<file path="src/hdl/pgg_pkg.sv">
// Package for the polar Gaussian generator: payload structs, config codes
// and fixed-point constants. No dependencies.
`default_nettype none

package pgg_pkg;

  localparam int NFRAC_BITS_DEF = 12;
  localparam int PAIR_DEPTH_DEF = 4;
  localparam int OUT_DEPTH_DEF  = 4;

  localparam int CFG_INDEX_W = 8;
  localparam int CFG_DATA_W  = 24;

  // round(2 ln 2 * 2^30)
  localparam logic [30:0] TWO_LN2_Q30 = 31'd1488522236;

  typedef enum logic [CFG_INDEX_W-1:0] {
    CFG_MEAN_VALUE = 8'd0,
    CFG_STD_SCALE  = 8'd1
  } cfg_index_t;

  typedef struct packed {
    logic [15:0] uniform_first;
    logic [15:0] uniform_second;
  } uniform_item_t;

  typedef struct packed {
    logic signed [15:0] normal_std;
    logic signed [31:0] normal_scaled;
    logic               last;
  } result_item_t;

  // accepted pair: coordinates in Q1.15 and squared radius r in Q0.30 (r < 1)
  typedef struct packed {
    logic signed [15:0] x;
    logic signed [15:0] y;
    logic [29:0]        r;
  } pair_t;

endpackage

`default_nettype wire

</file>
<file path="src/hdl/pgg_front.sv">
// Front end: maps raw uniform words to Q1.15, forms r = x^2 + y^2 and drops
// pairs outside the open unit disk and the pair at the origin. Depends on pgg_pkg.
`default_nettype none

module pgg_front import pgg_pkg::*; (
  input  uniform_item_t in_data,
  input  wire           in_push,
  input  wire           pair_full,
  output logic          pair_push,
  output pair_t         pair_data
);

  logic signed [15:0] x, y;
  logic [31:0]        r;
  logic               keep;

  // word - 32768 is just the MSB flipped
  assign x = {~in_data.uniform_first[15], in_data.uniform_first[14:0]};
  assign y = {~in_data.uniform_second[15], in_data.uniform_second[14:0]};

  assign r    = 32'(x) * 32'(x) + 32'(y) * 32'(y);
  assign keep = (r != '0) && (r[31:30] == 2'b00);

  assign pair_push   = in_push && !pair_full && keep;
  assign pair_data.x = x;
  assign pair_data.y = y;
  assign pair_data.r = r[29:0];

endmodule

`default_nettype wire

</file>
<file path="config.mk">
export PLATFORM = sky130hd
export DESIGN_NAME = pgg_front
export DESIGN_NICKNAME = d
export VERILOG_FILES = /design/src/hdl/pgg_pkg.sv /design/src/hdl/pgg_front.sv
export SDC_FILE = /design/constraint.sdc
export NUM_CORES = 1
export LEC_CHECK = 0
export BUFFER_PORTS_ARGS = -buffer_cell sky130_fd_sc_hd__buf_2
export CORE_ASPECT_RATIO = 1.2
export CORE_MARGIN = 8
export CORE_UTILIZATION = 45
export DETAILED_ROUTE_END_ITERATION = 10
export PLACE_DENSITY = 0.74
export SLEW_MARGIN = 10
export SYNTH_ARGS = -nofsm -noshare
export SYNTH_HDL_FRONTEND = slang
export SYNTH_SLANG_ARGS = --single-unit
</file>
<file path="constraint.sdc">
create_clock -name vclk -period 12.9
set_input_delay 1.29 -clock vclk [all_inputs]
set_output_delay 1.29 -clock vclk [all_outputs]
set_load 0.02 [all_outputs]
</file>
======== After elaboration in Yosys (flattened, before gate mapping) ========
Cells that the tools add are included.
word-level totals
  register bits ........................... 0
  input port bits ......................... 34
  output and inout bits ................... 63
  word-level logic and storage cells ...... 11
operators by class
  add/sub/neg operators ................... 1
  multiply operators ...................... 2
  bitwise gates (word level) .............. 2
  reduce and logical (&&, ||, !) cells .... 6
operators with widths
  cell                count
  $mul 16x16->32      2
  $add 32x32->32      1
  $reduce_bool 32->1  1
  $logic_and 1x1->1   3
  $logic_not 2->1     1
  $not 1->1           2
  $logic_not 1->1     1

======== Longest topological paths before layout ========
  depth in word-level cells ............... 6
  depth in mapped cells ................... 31
  mapped depth without buffers ............ 29

======== Worst setup path after synthesis ========
OpenSTA, ideal clock, no wires.
  kind .................................... in2out
  start ................................... input port in_data[15] in the netlist's numbering
  end ..................................... output port pair_push
  data arrival time ....................... 9.060 ns
  data required time ...................... 11.610 ns
  setup slack ............................. 2.550 ns
  stages on the path ...................... 26
  path buffers ............................ 2
  cell sequence ........................... clkbuf_1 > buf_1 > nor2_1 > inv_1 > fa_1 > inv_1 > fa_1 > inv_1 > fa_1 > fa_1 > fa_1 > fa_1 > fa_1 > fa_1 > inv_1 > ha_1 > a21o_1 > a21o_1 > a21oi_1 > nor2_1 > or4_1 > or4_1 > nor4_2 > nand4b_1 > or4_1 > o21ba_1
between the ends
  word-level cells in the longest chain between the ends .. 6
  elaborated cells on any way between the ends .. 7
  those cells by class .................... add/sub: 1; mul: 1; bitwise: 1; reduce/logical: 4
RTL lines
  what                                                   line             RTL
  start: declaration                                     pgg_front.sv:6   input uniform_item_t in_data,
  $not 1->1 (*)                                          pgg_front.sv:19  assign y = {~in_data.uniform_second[15], in_data.uniform_second[14:0]};
  $mul 16x16->32 (*)                                     pgg_front.sv:21  assign r = 32'(x) * 32'(x) + 32'(y) * 32'(y);
  $add 32x32->32 (*)                                     pgg_front.sv:21
  $reduce_bool 32->1 or $logic_not 2->1 (tied branches)  pgg_front.sv:22  assign keep = (r != '0) && (r[31:30] == 2'b00);
  $logic_and 1x1->1 (*)                                  pgg_front.sv:22
  $logic_and 1x1->1 (*)                                  pgg_front.sv:24  assign pair_push = in_push && !pair_full && keep;
  end: declaration                                       pgg_front.sv:9   output logic pair_push,
Every way passes the cells marked *; elsewhere a longest branch is shown, timed or not.

======== Worst setup path in the final report ========
  start ................................... input port in_data[31] in the netlist's numbering
  end ..................................... output port pair_push
between the ends
  word-level cells in the longest chain between the ends .. 6
  elaborated cells on any way between the ends .. 7
  those cells by class .................... add/sub: 1; mul: 1; bitwise: 1; reduce/logical: 4
RTL lines
  what                                                   line             RTL
  $not 1->1 (*)                                          pgg_front.sv:18  assign x = {~in_data.uniform_first[15], in_data.uniform_first[14:0]};
  $mul 16x16->32 (*)                                     pgg_front.sv:21
  $add 32x32->32 (*)                                     pgg_front.sv:21
  $reduce_bool 32->1 or $logic_not 2->1 (tied branches)  pgg_front.sv:22
  $logic_and 1x1->1 (*)                                  pgg_front.sv:22
  $logic_and 1x1->1 (*)                                  pgg_front.sv:24
Marked as above.

==> flow_summary.json <==
{
  "rsz0062_at_grt": "no",
  "post-synth-top-area-fraction_pct": 58.50,
  "dieArea_um2": 46430,
  "clkbuf_count": 0,
  "detail-route-antenna-nets": 0,
  "vias_per_cell": 4.991,
  "grt_usage_pct": 18.33,
  "rows": 80,
  "syn_to_final_growth_pct": 4.286,
  "arrival_ps": 10050,
  "crit_family": "adder cells",
  "final.period_utilization_pct": 87.91,
  "max_freq_ghz": 0.08818,
  "grt_first_pass_wirelength_mm": 66.73,
  "grt_pass1_vias": 13990,
  "worst_pin_slew_ps": 605.0,
  "gp_routability_congestion": 0.9170,
  "crit_buf_inv": 6,
  "synth_cell_types": 57,
  "tns_ps": 0,
  "synth_most_common_cell": "inv_1",
  "timing.hold.ws_ps": 2968,
  "routedWlPerCell_um": 16.86,
  "cp-end-kind": "output pin",
  "slowest_stage": "fa_1",
  "routed_wl_mm": 41.00,
  "yosys.area.top_type": "fa_1",
  "final_cell_area_um2": 18660,
  "final_hold_viol_count": 0,
  "ff_latch_area_um2": 0,
  "netlist_instances": 1873,
  "cp.required_ps": 11610,
  "slew_headroom_pct": 58.62,
  "die_w_um": 198.1,
  "maxSlewViolCount": 0,
  "drc": 0,
  "nFlopsAndLatches": 0,
  "synth.area.top_cells": "fa_1 (59%), inv_1 (13%), ha_1 (10%)",
  "io_buffer_count": 97,
  "dp_hpwl_mm": 37.00,
  "syn-num-nets": 2578,
  "num_vias": 12140,
  "ctsResizeCount": 0,
  "fp.coreArea_um2": 39540,
  "cp-start-kind": "primary input",
  "drive_gt1_share_pct": 6.266,
  "synth_seq_area_share_pct": 0,
  "yosysWarnings": 0,
  "drtPass1Iterations": 5,
  "synth_area_um2": 17900,
  "period_minus_slack_ps": 11340,
  "io_pins": 97,
  "worst-setup-path-type": "primary input to output pin",
  "syn_area_per_cell_um2": 9.555,
  "ctsHoldBuffers": 0,
  "synth.top_cells.by_count": "inv_1 (638), fa_1 (523), ha_1 (148)",
  "start_util_pct": 45.27,
  "dpl-instance-area_um2": 18660,
  "grt-ovfl-total": 0,
  "maxCapViolCount": 0,
  "hp-class": "primary input to output pin",
  "post_cts_buffers": 0,
  "worst-path-max-fanout": 25,
  "antenna_found_initial": 4,
  "die_h_um": 234.5,
  "grt_max_degree": 26,
  "crit_top_cell": "fa_1",
  "critPathMaxStageDelay_ps": 610,
  "drt_iter0_drc": 481,
  "finish.net_count": 2606,
  "antenna_cells": 0,
  "outcome": "finished, final reports clean",
  "setup_viol": 0
}
final cells by class:
class | count | area (um^2)
Inverter | 640 | 2402
Fill cell | 3675 | 20870
Timing Repair Buffer | 98 | 493.0
Multi-Input combinational cell | 1161 | 15100
Tap cell | 533 | 666.9
placed cells by master (no fill, tap or decap), drive strengths merged, types with 10 or more instances in the layout:
cell / instances
inv: 638
fa: 523
ha: 148
nand2: 147
buf: 98
and2: 80
nor2: 57
xnor2: 43
a21oi: 26
nor2b: 17
a21o: 15
xor2: 13
or2: 10
per-stage QoR:
stage	setup WS (ps)	cells	util, %
finish	1559	2432	47.21
CTS	1597	2432	47.21
global placement	1977	2432	47.21
floorplan	2550	1873	-
detailed placement	1622	2432	47.21
global route	1234	2432	47.21
final timing paths:
kind,from,endpoint,slack [ps],cells past startpoint
setup / recovery,in_data[31],pair_push,1560,26
hold / removal,in_data[10],pair_data[40],2970,2
metal layers:
layer	global-route usage, %	up-vias	wire length, um	share of wire, %
met3	0.5577	153	1188	2.9
met1	19.89	6353	13710	33
met2	34.69	343	22910	56
met4	11.94	0	3192	7.8
met5	0	-	0	0
li1	-	5288	-	-
logic make-up after synthesis:
kind of cell | share of synthesized area, %
AND/OR/NAND/NOR | 9.333
XOR/XNOR | 2.740
buffers and inverters | 15.62
adder cells (fa/ha/maj) | 68.85
AO/OA/AOI/OAI | 3.146
other | 0.02095
multiplexers | 0.2936
Power is left out: the tool's default activity adds up to more than one toggle a clock period on the data nets, which glitch-free logic cannot reach.
