`src/hdl/pgg_fifo.sv`:
```
// Small register queue with combinational head read.
// Used between front and back and as the result queue. No package needed.
`default_nettype none

module pgg_fifo #(
  parameter type item_t = logic,
  parameter int  DEPTH  = 4
) (
  input  wire   clk,
  input  wire   rst_n,
  input  wire   push,
  input  item_t push_data,
  output logic  full,
  input  wire   pop,
  output item_t pop_data,
  output logic  empty
);

  localparam int AW = (DEPTH > 1) ? $clog2(DEPTH) : 1;
  localparam int CW = $clog2(DEPTH + 1);

  item_t         mem [DEPTH];
  logic [AW-1:0] wr_ptr_r, rd_ptr_r;
  logic [CW-1:0] count_r;
  logic          do_push, do_pop;

  assign full     = (count_r == CW'(DEPTH));
  assign empty    = (count_r == '0);
  assign do_push  = push && !full;
  assign do_pop   = pop && !empty;
  assign pop_data = mem[rd_ptr_r];

  always_ff @(posedge clk) begin
    if (do_push) begin
      mem[wr_ptr_r] <= push_data;
    end
  end

  always_ff @(posedge clk) begin
    if (!rst_n) begin
      wr_ptr_r <= '0;
      rd_ptr_r <= '0;
      count_r  <= '0;
    end else begin
      if (do_push) begin
        wr_ptr_r <= (wr_ptr_r == AW'(DEPTH - 1)) ? '0 : wr_ptr_r + 1'b1;
      end
      if (do_pop) begin
        rd_ptr_r <= (rd_ptr_r == AW'(DEPTH - 1)) ? '0 : rd_ptr_r + 1'b1;
      end
      if (do_push && !do_pop) begin
        count_r <= count_r + 1'b1;
      end else if (do_pop && !do_push) begin
        count_r <= count_r - 1'b1;
      end
    end
  end

endmodule

`default_nettype wire

```
`config.mk`:
```
export PLATFORM = sky130hd
export DESIGN_NAME = pgg_fifo
export DESIGN_NICKNAME = d
export VERILOG_FILES = /design/src/hdl/pgg_fifo.sv
export SDC_FILE = /design/constraint.sdc
export NUM_CORES = 1
export LEC_CHECK = 0
export BUFFER_PORTS_ARGS = -buffer_cell sky130_fd_sc_hd__buf_2
export CAP_MARGIN = 20
export CORE_MARGIN = 2
export CORE_UTILIZATION = 31
export CTS_CLUSTER_DIAMETER = 100
export CTS_CLUSTER_SIZE = 40
export DETAILED_ROUTE_END_ITERATION = 7
export GPL_ROUTABILITY_DRIVEN = 0
export SETUP_SLACK_MARGIN = 0.5
export SYNTH_ARGS = -nofsm -noshare
export SYNTH_HDL_FRONTEND = slang
export SYNTH_SLANG_ARGS = --single-unit
```
`constraint.sdc`:
```
create_clock -name clk -period 2.39 [get_ports clk]
set_input_delay 0 -clock clk [delete_from_list [all_inputs] [get_ports clk]]
set_output_delay 0 -clock clk [all_outputs]
set_load 0.02 [all_outputs]
```
======== After elaboration in Yosys (flattened, before gate mapping) ========
Memories as Yosys holds them, arrays and structs flattened. A register that Yosys moved wholly into a read port is not among the register bits.
Index checks and enable logic that the tools add are counted.
cells by class
  add/sub/neg operators ................... 4
  eq/ne operators ......................... 3
  multiplexer cells ....................... 8
  reductions and logical operators ........ 10
operators with widths
  cell                   count
  $mux W2                4
  $mux W3                2
  $add A2 B1 Y2 const B  2
  $eq A2 B2 Y1 const B   2
  $logic_and A1 B1 Y1    4
  $logic_not A1 Y1       4
  $add A3 B1 Y3 const B  1
  $eq A3 B3 Y1 const B   1
  $logic_not A3 Y1       1
  $sub A3 B1 Y3 const B  1
  $mux W1                2
  $reduce_bool A2 Y1     1
storage, ports and cells
  bits in registers ....................... 7
  RAM bits ................................ 4
  bits of input ports ..................... 5
  output and inout port bits .............. 3
  word-level logic and storage cells ...... 29
  memories kept ........................... 1
memories
  memory  depth  bits a word  rd ports  clocked after Yosys merged registers in  write ports  line  text
  mem     4      1            1         1                                        1            22    item_t mem [DEPTH];

======== Depth between registers and ports, before layout ========
Gate-level depths: netlist of the first run.
  word-level depth ........................ 7
  mapped depth ............................ 9
  depth with buffers taken out ............ 8

======== Worst setup path after synthesis of the first run ========
Ideal clock, no wire load.
  kind .................................... flip-flop to flip-flop
  start point ............................. reg count_r[1]
  end point ............................... reg count_r[2]
  setup time .............................. 76 ps
  arrival ................................. 2002 ps
  required time ........................... 2314 ps
  setup slack ............................. 312 ps
  stages on the path, launching flop included .. 8
  buffers on the path ..................... 0
  clock period less this slack ............ 2078 ps
  path through ............................ dfxtp_1 o31ai_1 ha_1 inv_1 fa_1 xor2_1 or3_1 a21boi_0
on the way
  cells in the longest elaborated chain, start to end .. 6
  elaborated cells on any way between the ends .. 15
  classes of those cells .................. 2 x add/sub; 1 x eq/ne; 2 x mux; 10 x reduce/logical
RTL lines
  what                                                   line  text
  start, declared                                        24    logic [CW-1:0] count_r;
  start signal, assigned                                 52    count_r <= count_r + 1'b1;
  start signal, assigned                                 54    count_r <= count_r - 1'b1;
  branches (longest 6 deep; another with $sub A3 B1 Y3)  --
Several ways; the timed one is not identified. The select of a mux whose other input is x is not followed.
A chain may end at the register's enable or synchronous reset.

======== Worst setup path in the final report of the first run ========
  start point ............................. reg count_r[2]
  end point ............................... reg count_r[2]
The elaborated chain is that of the path after synthesis.

==> results of run 1 <==
-- what timing repair did --
action / in CTS / in global routing
gates resized for setup: 3 / 0
pin swaps: 1 / 0
endpoints found under the setup margin: 1 / 1
buffers inserted: 1 / 1
hold endpoints to repair: 4 / 0
cloned: 0 / 0
hold buffers: 1 / 0
-- cell families after synthesis --
family | after synthesis
mux | 4
flops | 13
compound gates | 5
buf+inv | 5
xor+xnor | 2
fa+ha+maj | 7
simple gates | 20
-- power by group --
| group | leakage [nW] | total, W | internal, W | switching, W |
|---|---|---|---|---|
| Sequential | 0.112 | 0.000349 | 0.000289 | 0.0000603 |
| Combinational | 0.193 | 0.000292 | 0.000159 | 0.000133 |
| Clock | 0.0150 | 0.000137 | 0.0000647 | 0.0000721 |
| Total | 0.320 | 0.000779 | 0.000513 | 0.000266 |
-- worst max-delay path: stages (launching register included) --
cell and delay (ns):
dfxtp_2 0.35, nor3b_4 0.15, nor2b_2 0.18, ha_4 0.16, inv_1 0.05, fa_2 0.33
xor2_1 0.15, or3_1 0.30, a21boi_1 0.12
-- cell usage in the layout (no fill, tap or decap), drive strengths merged --
cell type    count
buf             10
nor3             1
mux2i            3
dlygate4sd3      1
or3              1
nand3            2
o31ai            1
dfxtp            9
xnor2            1
nand2            6
a21boi           1
o21ai            3
edfxtp           4
and2             5
clkbuf           4
nor2b            2
ha               6
mux4             1
nor3b            1
inv              3
nor2             2
fa               1
xor2             1
-- metal layers --
layer	routed length (µm)	global-route usage, %	part of all wire [%]	vias to the layer above
li1	-	-	-	215
met1	402	9.20	48	175
met2	391	13.0	47	5
met3	29	2.76	3.5	2
met4	14	7.14	1.7	0
met5	0	0	0	-
-- final cells by class --
cell class	instances	area [µm²]
inverter	3	11.3
timing repair buffer	11	67.6
multi-input combinational	38	340
tap	27	33.8
sequential	13	309
clock buffer	4	26.3
fill	207	1130
-- stage by stage --
stage / std cells / hold slack, ns / power [W] / util, %
after floorplan: 56 / 0.0989 / 0.000572 / -
after global placement: 89 / 0.228 / 0.000630 / 38.0
after detailed placement: 89 / 0.224 / 0.000633 / 38.0
after CTS: 95 / 0.0490 / 0.000791 / 40.6
after global routing: 96 / 0.0576 / 0.000845 / 41.0
final: 96 / 0.0669 / 0.000779 / 41.0
-- path summary, 6_finish.rpt --
check                                               from                  endpoint  slack, ns  depth (start not counted)
worst min-delay path                               rst_n   count_r[1]$_SDFFE_PN0P_       0.07                          2
worst max-delay path             count_r[2]$_SDFFE_PN0P_   count_r[2]$_SDFFE_PN0P_       0.52                          8
worst min register to register  wr_ptr_r[1]$_SDFFE_PN0P_  wr_ptr_r[1]$_SDFFE_PN0P_       0.50                          2
worst max register to register   count_r[2]$_SDFFE_PN0P_   count_r[2]$_SDFFE_PN0P_       0.52                          8
==> key figures, run 1 <==
Outcome
  • Status: finished clean

Timing
  • Skew final: 0.00185 ns
  • Worst Tran Pin Value: 0.228 ns
  • Fmax: 535 MHz
  • Final period utilization: 78.2%
  • Final worst slack: 0.520 ns
  • RSZ-0062 raised after global routing: yes
  • Final min period: 1.87 ns
  • Fin. max-slew vios: 0
  • Final hold viol count: 0
  • Setup TNS: 0 ns
  • Final Setup Violations: 0
  • Slew headroom: 84.8%

Drt
  • Initial DRC count: 3
  • Vias per Instance: 4.14
  • Antenna Nets Post-Route: 0
  • First-pass DRT Iterations: 2
  • Post-Route WL: 837 µm
  • DRC: 0
  • DR WL/cell: a little under 9 µm
  • Vias: 397

GRT
  • Largest net degree at the start of global routing: 12
  • First-pass GRT wire length: 1.47 mm
  • Initial antenna violation count: 0
  • Total GRT Usage: 8.38%
  • Vias in the first global route: 376
  • Gr ovfl total: 0

Layout
  • Layout area overhead: 26.5%
  • Final nets: 82
  • Final Cell Area: 788 µm²
  • Layout cell share with drive strength beyond 1: 31.9%
  • Ant. Diodes: 0

Power and ir drop
  • Leak: 0.320 nW
  • PD cells: 988 nW/µm²
  • VDD IR max: 408 µV

Worst hold path
  • Worst hold path type: input port to flip-flop

Clocking
  • Worst-path clk slew: 0.08 ns
  • Clk sink count: 13
  • Inserted Clock Buffers: 3
  • Root Driver: clkbuf_4
  • Clock buffer depth: 2
  • Htree depth: 1
  • CTS tree: done
  • Clk_lat worst skew: 0.27 ns

Logic synthesis
  • Synth unique cells: 22
  • Cell with the most instances after synthesis: dfxtp_1
  • Post-synthesis xor/xnor area fraction: under 10%
  • Mapped cell area: a little over 600 µm²
  • Mux cell area share after synthesis: 8.43%
  • Main synth FF type: dfxtp_1
  • Synth async-reset ratio: 0%
  • Register area share after synthesis: 48.2%
  • Post-synth top cells: dfxtp_1 (9), ha_1 (6), nand2_1 (6), and2_1 (5), edfxtp_1 (4)
  • Synthesized net count: 68
  • Synth top area share: just under 30%
  • Yosys top cell by area: dfxtp_1
  • Largest family of logic cells by synthesized area: simple AND/OR/NAND/NOR gates
  • Compound-cell area share of the yosys netlist: 4.82%
  • Syn Inst Count: 56
  • Synth area leaders: dfxtp_1 (29%), edfxtp_1 (19%), ha_1 (12%)
  • Post-synth EDFFs: 4
  • Synthesized flop and latch total: 13
  • Synth Area in Simple Gates: 17.3%
  • Post-synthesis adder-cell area fraction: 15.3%
  • Syn Area/Cell: 11.1 µm²
  • YS warnings: 0

Job
  • Max Cap Viol: 0

Worst setup path
  • WS Path Type: flip-flop to flip-flop
  • Critical Path RT: around 2.6 ns
  • Crit path max fanout: 5
  • Critical path endpoint category: flip-flop
  • Startpoint types: flip-flop
  • Worst Path Arrival: 2.08 ns

Placed design
  • I/O Buffers: 7
  • DP Worst Slack: 0.430 ns
  • Dpl cell area: 729 µm²

Floorplan
  • Initial Util: 32.4%
  • Core area: 1920 µm²
  • Die height: 48.8 µm
  • IO Pins: 8
  • Rows: 16
  • DIE AREA: ~2400 µm²
  • Die Wd: 48.8 µm
Note: power is estimated with default switching activity, not from simulation.
==> inputs of run 2 (changes only) <==
--- a/config.mk
+++ b/config.mk
@@ -5,6 +5,7 @@
 export SDC_FILE = /design/constraint.sdc
 export NUM_CORES = 1
 export LEC_CHECK = 0
+export ABC_AREA = 1
 export BUFFER_PORTS_ARGS = -buffer_cell sky130_fd_sc_hd__buf_2
 export CAP_MARGIN = 20
 export CORE_MARGIN = 2
==> constraint.sdc (replaced) <==
create_clock -name clk -period 1.9 [get_ports clk]
set_input_delay 0 -clock clk [delete_from_list [all_inputs] [get_ports clk]]
set_output_delay 0 -clock clk [all_outputs]
set_load 0.02 [all_outputs]
==> key figures, run 2 <==
Outcome
  • Status: finished clean

Worst setup path
  • Startpoint types: flip-flop
  • Worst r2r src: count_r[1]$_SDFFE_PN0P_
  • Worst Path Buf+Inv: 3 (+2)
  • Worst Path Arrival: 1.79 ns (-0.29 ns)
  • End of the critical path: count_r[2]$_SDFFE_PN0P_
  • Worst reg2reg endpoint: count_r[2]$_SDFFE_PN0P_
  • WS Path Type: flip-flop to flip-flop
  • Cells along the critical path: nor2_4 -> nand2_4 -> nand2_4 -> ha_4 -> inv_2 -> fa_2 -> inv_1 -> nand2_1 -> nand3_1 -> nand2_1 -> inv_1 -> nor2_1
  • Critical Path RT: 2.09 ns (-0.51 ns)
  • Critical path launch point: count_r[1]$_SDFFE_PN0P_
  • Slowest CP cell: dfxtp_4
  • Crit path max fanout: 2 (-3)
  • WP depth: 12 (+4)
  • Setup slack, reg-to-reg: 0.30 ns (-0.22 ns)
  • Delay-heaviest family, CP: simple AND/OR/NAND/NOR gates
  • Reg2Reg Depth: 12 (+4)
  • Critical path endpoint category: flip-flop
  • Critical path's largest stage delay: 0.36 ns (about the same)

Clocking
  • Inserted Clock Buffers: 3 (unchanged)
  • Clock buffer depth: 2 (unchanged)
  • Htree depth: 1 (unchanged)
  • Worst-path clk slew: 0.08 ns (about the same)
  • Clk sink count: 13 (unchanged)
  • CTS tree: done
  • Clk_lat worst skew: 0.28 ns (about the same)
  • Root Driver: clkbuf_4

Drt
  • DRC: 0 (unchanged)
  • DR WL/cell: 9.38 µm (+7.6%)
  • Antenna Nets Post-Route: 0 (unchanged)
  • Post-Route WL: 1.19 mm (+42%)
  • First-pass DRT Iterations: 2 (unchanged)
  • Initial DRC count: 3 (unchanged)
  • Vias: 537 (+35%)
  • Vias per Instance: 4.23 (+2.2%)

Logic synthesis
  • Main synth FF type: dfxtp_1
  • Syn Inst Count: 82 (+46%)
  • Synthesized net count: 94 (+38%)
  • Mapped cell area: 669 µm² (+7.4%)
  • Synth area leaders: dfxtp_1 (27%), edfxtp_1 (18%), ha_1 (11%)
  • Synthesized flop and latch total: 13 (unchanged)
  • Post-synth top cells: inv_1 (17), nor2_1 (17), nand2_1 (10), dfxtp_1 (9), ha_1 (6)
  • YS warnings: 0 (unchanged)
  • Register area share after synthesis: 44.9% (-3.3 points)
  • Synth top area share: 26.9% (-2.0 points)
  • Syn Area/Cell: 8.16 µm² (-27%)
  • Post-synth EDFFs: 4 (unchanged)
  • Synth unique cells: 15 (-32%)
  • Synth async-reset ratio: 0% (unchanged)
  • Yosys top cell by area: dfxtp_1

Timing
  • Skew final: 0.00408 ns (+0.00223 ns)
  • Setup TNS: 0 ns (unchanged)
  • Fmax: 624 MHz (+17%)
  • Final min period: 1.60 ns (-0.267 ns)
  • Final Setup Violations: 0 (unchanged)
  • Worst Tran Pin Value: 0.166 ns (-0.0617 ns)
  • Slew headroom: 88.9% (+4.1 points)
  • Fin. max-slew vios: 0 (unchanged)
  • Final hold viol count: 0 (unchanged)
  • Final period utilization: 84.3% (+6.1 points)
  • RSZ-0062 raised after global routing: yes

Layout
  • Number of fill cells: 206 (-0.48%)
  • Area used by multi-input combinational logic: 343 µm² (+0.74%)
  • Most frequent cells in the layout: nor2_1 (17), inv_1 (15), nand2_1 (9)
  • Final Cell Area: 865 µm² (+9.7%)
  • Final nets: 113 (+38%)
  • Layout area overhead: 29.2%
  • Storage element area: 308 µm² (-0.40%)
  • Layout cell share with drive strength beyond 1: 29.0% (-2.9 points)
  • Commonest non-fill, non-tap cell in the layout: nor2_1
  • Ant. Diodes: 0 (unchanged)

Worst hold path
  • Worst hold path type: input port to flip-flop

GRT
  • Routing usage on met2: 18.4% (+5.4 points)
  • Initial antenna violation count: 0 (unchanged)
  • M1 GR Usage: 10.9% (+1.7 points)
  • GR peak layer: met2
  • Vias in the first global route: 496 (+32%)
  • Largest net degree at the start of global routing: 8 (-4)
  • First-pass GRT wire length: 1.99 mm (+36%)
  • Total GRT Usage: 11.0% (+2.7 points)
  • Gr ovfl total: 0 (unchanged)
  • Met3 usage: 2.68% (-0.082 points)

Floorplan
  • Die height: 50.5 µm (+3.4%)
  • DIE AREA: 2550 µm² (+6.8%)
  • Initial Util: 33.4% (+1.0 points)
  • Core area: 2000 µm² (+4.2%)
  • IO Pins: 8 (unchanged)
  • Die Wd: 50.5 µm (+3.4%)
  • Rows: 16 (unchanged)

Job
  • Max Cap Viol: 0 (unchanged)

Placed design
  • Post-DP HPWL: 773 µm
  • I/O Buffers: 7 (unchanged)
  • Dpl cell area: 763 µm² (+4.6%)

Power and ir drop
  • VDD IR max: 455 µV (+11%)
  • PD cells: 1510 nW/µm² (+53%)
  • Leak: 0.418 nW (+30%)
## run 2: changes by cell type in the layout (fill, tap and decap cells not counted), sizes merged, moves of 2 or more
cell and delta:
nand3b +2, o21ai +2, mux2i -3, buf +3
nand2 +8, nor2b -2, a21oi +3, nor2 +17
and2 -5, inv +14
## run 2: metal layers
layer	wire length, µm	part of all wire [%]	vias up
met5	0	0	-
met4	38	3.2	0
met3	25	2.1	4
met2	624	52	7
met1	502	42	240
li1	-	-	286
## run 2: cells by family (layout without fill, tap and decap cells)
group                    count (synthesis)  after routing  share of synthesized area (%)
AO/OA/AOI/OAI                            8              8                           5.98
adder cells (fa/ha/maj)                  7              7                           14.2
buffers and inverters                   17             35                           9.53
flip-flops                              13             13                           44.9
AND/OR/NAND/NOR                         37             37                           25.4
## run 2: area by class of cell
| type | count | area share [%] |
|---|---|---|
| multi-input combinational | 52 | 39.7 |
| timing repair buffer | 14 | 10.4 |
| tap | 27 | 3.91 |
| sequential | 13 | 35.6 |
| inverter | 17 | 7.38 |
| clock buffer | 4 | 3.04 |
## run 2: worst min-delay path by stage
stage	depth (start not counted)	from	slack, ns	endpoint
finish	3	rst_n	0.02	wr_ptr_r[1]$_SDFFE_PN0P_
global route	3	rst_n	0.02	wr_ptr_r[0]$_SDFFE_PN0P_
CTS	3	rst_n	0.005	wr_ptr_r[1]$_SDFFE_PN0P_
detailed placement	1	push_data	0.22	mem[1]$_DFFE_PP_
global placement	1	push_data	0.22	mem[3]$_DFFE_PP_
floorplan	0	push_data	0.1	mem[0]$_DFFE_PP_
## run 2: timing repair
item	in CTS	in global routing
pin swaps	10	0
setup endpoints to repair	2	2
setup buffers	6	0
gates cloned	0	0
resized for setup	5	0
endpoints found under the hold margin	4	0
hold buffers	1	0
## run 2: stage by stage
stage                     hold WS (ns)  cells  total power [W]  setup slack (ns)  util, %
after floorplan                 0.0989     82         0.000863             0.295        -
final                           0.0163    127          0.00131             0.297     43.2
after CTS                      0.00451    127          0.00130             0.315     43.2
after global routing            0.0196    127          0.00143             0.156     43.2
after global placement           0.217    116         0.000973             0.224     38.1
after detailed placement         0.220    116         0.000985             0.224     38.1
## run 2: worst register-to-register path, cell delays in order (launching register included)
cell and delay, ns:
dfxtp_4 0.36, nor2_4 0.16, nand2_4 0.08, nand2_4 0.08, ha_4 0.13, inv_2 0.04
fa_2 0.34, inv_1 0.06, nand2_1 0.07, nand3_1 0.07, nand2_1 0.05, inv_1 0.05
nor2_1 0.03
## run 2: power by group
| group | total, W | switching [W] | internal [W] |
|---|---|---|---|
| Clock | 0.000175 | 0.0000934 | 0.0000815 |
| Combinational | 0.000684 | 0.000377 | 0.000307 |
| Sequential | 0.000447 | 0.0000679 | 0.000379 |
==> inputs of run 3 (changes only) <==
==> constraint.sdc (replaced) <==
create_clock -name clk -period 1.5 [get_ports clk]
set_input_delay 0 -clock clk [delete_from_list [all_inputs] [get_ports clk]]
set_output_delay 0 -clock clk [all_outputs]
set_load 0.02 [all_outputs]
==> key figures, run 3 (synthesized netlist as in run 2, its figures left out) <==
Outcome
  • Status: complete, but fails checks
  • Failing checks: setup timing

Placed design
  • Post-DP HPWL: 870 µm (+13%)
  • Dpl cell area: 810 µm² (+6.1%)
  • I/O Buffers: 7 (unchanged)

Power and ir drop
  • Flop pwr share: 27.5% (-6.7 points)
  • Sw frac: 39.2% (-2.0 points)
  • Clock power frac: 10.5% (-2.9 points)
  • Switching pwr: 0.000808 W (+50%)
  • Int Pwr: 0.00125 W (+63%)
  • Gate power share: 62.0% (+9.6 points)
  • PD cells: 1940 nW/µm² (+28%)
  • VDD IR max: 1060 µV (+130%)
  • Tot Pwr: 0.00206 W (+58%)
  • Leak: 0.482 nW (+15%)

Clocking
  • CTS tree: done
  • Htree depth: 1 (unchanged)
  • Clk_lat worst skew: 0.28 ns (about the same)
  • Inserted Clock Buffers: 3 (unchanged)
  • Worst-path clk slew: 0.08 ns (about the same)
  • Clk sink count: 13 (unchanged)
  • Clock buffer depth: 2 (unchanged)
  • Root Driver: clkbuf_4

GRT
  • Total GRT Usage: 11.3% (+0.22 points)
  • Gr ovfl total: 0 (unchanged)
  • Vias in the first global route: 502 (+1.2%)
  • Initial antenna violation count: 0 (unchanged)
  • First-pass GRT wire length: 2.01 mm (+0.65%)
  • Largest net degree at the start of global routing: 8 (unchanged)

Timing
  • Final worst slack: -0.113 ns (-0.410 ns)
  • Skew final: 0.00935 ns (+0.00528 ns)
  • Final period utilization: 108% (+23 points)
  • Final Setup Violations: 2 (+2)
  • Hold WS: 0.00784 ns (-0.00844 ns)
  • Fin. max-slew vios: 0 (unchanged)
  • RSZ-0062 raised after global routing: yes
  • Setup TNS: -0.190 ns (-0.190 ns)
  • Final hold viol count: 0 (unchanged)
  • Slew headroom: 86.2% (-2.7 points)
  • Worst Tran Pin Value: 0.205 ns (+0.0384 ns)
  • Fmax: 620 MHz (-0.63%)
  • Final min period: 1.61 ns (+0.0101 ns)

Worst setup path
  • Crit path max fanout: 2 (unchanged)
  • WS Path Type: flip-flop to flip-flop
  • Critical Path RT: 1.69 ns (-0.40 ns)
  • Critical path's largest stage delay: 0.43 ns (+0.07 ns)
  • Worst Path Arrival: 1.80 ns (about the same)
  • Critical path endpoint category: flip-flop
  • Delay-heaviest family, CP: adder cells
  • Startpoint types: flip-flop
  • Slowest CP cell: fa_2
  • Top cell by count, worst path: inv_4
  • Cells along the critical path: nor2_4 -> nand2_2 -> nand2_4 -> inv_4 -> ha_4 -> inv_4 -> fa_2 -> o21ai_2 -> nor2_1
  • Worst Path Buf+Inv: 2 (-1)

Drt
  • Antenna Nets Post-Route: 0 (unchanged)
  • Post-Route WL: 1.45 mm (+22%)
  • First-pass DRT Iterations: 4 (+2)
  • DRC: 0 (unchanged)
  • Initial DRC count: 6 (+3)
  • Vias per Instance: 4.32 (+2.1%)
  • Vias: 596 (+11%)
  • DR WL/cell: 10.5 µm (+12%)

Floorplan
  • Core area: 2000 µm² (unchanged)
  • Initial Util: 33.4% (unchanged)
  • Die Wd: 50.5 µm (unchanged)
  • Rows: 16 (unchanged)
  • Die height: 50.5 µm (unchanged)
  • IO Pins: 8 (unchanged)
  • DIE AREA: 2550 µm² (unchanged)

Layout
  • Final nets: 124 (+9.7%)
  • Layout cell share with drive strength beyond 1: 52.3% (+23 points)
  • Final Cell Area: 1060 µm² (+23%)
  • Layout area overhead: 58.7%
  • Ant. Diodes: 0 (unchanged)
  • Most frequent cells in the layout: inv_1 (11), nor2_1 (9), buf_6 (9), buf_4 (9), nand2_1 (7)
  • Commonest non-fill, non-tap cell in the layout: inv_1

Job
  • Max Cap Viol: 0 (unchanged)

Worst hold path
  • Worst hold path type: input port to flip-flop
run 3: worst reg2reg max path, delay by kind of cell (launching register included):
| kind | cells | cell delay (ns) |
|---|---|---|
| buf+inv | 2 | 0.10 |
| flops | 1 | 0.35 |
| compound gates | 1 | 0.13 |
| simple gates | 4 | 0.35 |
| fa+ha+maj | 2 | 0.59 |
run 3: worst paths after layout:
path                                  from                  endpoint  slack (ns)  depth (start not counted)
hold reg to reg   rd_ptr_r[1]$_SDFFE_PN0P_  rd_ptr_r[1]$_SDFFE_PN0P_        0.53                          2
setup reg to reg   count_r[0]$_SDFFE_PN0P_   count_r[1]$_SDFFE_PN0P_       -0.11                          9
setup / recovery   count_r[0]$_SDFFE_PN0P_   count_r[1]$_SDFFE_PN0P_       -0.11                          9
hold / removal                        push  wr_ptr_r[1]$_SDFFE_PN0P_       0.008                          3
run 3: power by group through the flow:
stage	registers [W]	logic (W)	clock network, W
2_1_floorplan	0.000554	0.000544	0
6_report	0.000566	0.00128	0.000216
5_1_grt	0.000578	0.00140	0.000243
3_5_place_dp	0.000565	0.000797	0
3_3_place_gp	0.000562	0.000777	0
4_1_cts	0.000563	0.00105	0.000227
run 3: repair_timing:
| action | 4_1_cts | 5_1_grt |
|---|---|---|
| resized for setup | 27 | 18 |
| hold buffers | 2 | 0 |
| endpoints found under the hold margin | 5 | 0 |
| pin swaps | 9 | 8 |
| setup buffers | 5 | 5 |
| setup endpoints to repair | 14 | 16 |
run 3: through the flow:
| stage | std cells | setup WS, ns | utilization, % |
|---|---|---|---|
| 2_1_floorplan | 82 | -0.105 | - |
| 6_report | 138 | -0.113 | 53.1 |
| 3_3_place_gp | 122 | -0.0469 | 40.4 |
| 4_1_cts | 133 | -0.0709 | 48.3 |
| 5_1_grt | 138 | -0.179 | 53.1 |
| 3_5_place_dp | 122 | -0.0851 | 40.4 |
run 3: layout make-up:
class	count	area [µm²]
inverters	17	68.8
well taps	27	33.8
multi-input cells	52	394
clock buffers	4	26.3
fillers	204	940
flip-flops and latches	13	310
repair buffers	25	229
run 3: routing by layer:
layer | up-vias | share of wire, % | wire length [µm] | track usage [%]
li1 | 310 | - | - | -
met1 | 271 | 41 | 598 | 11.2
met2 | 9 | 51 | 734 | 18.6
met3 | 6 | 3.4 | 49 | 4.76
met4 | 0 | 4.7 | 68 | 8.11
met5 | - | 0 | 0 | 0
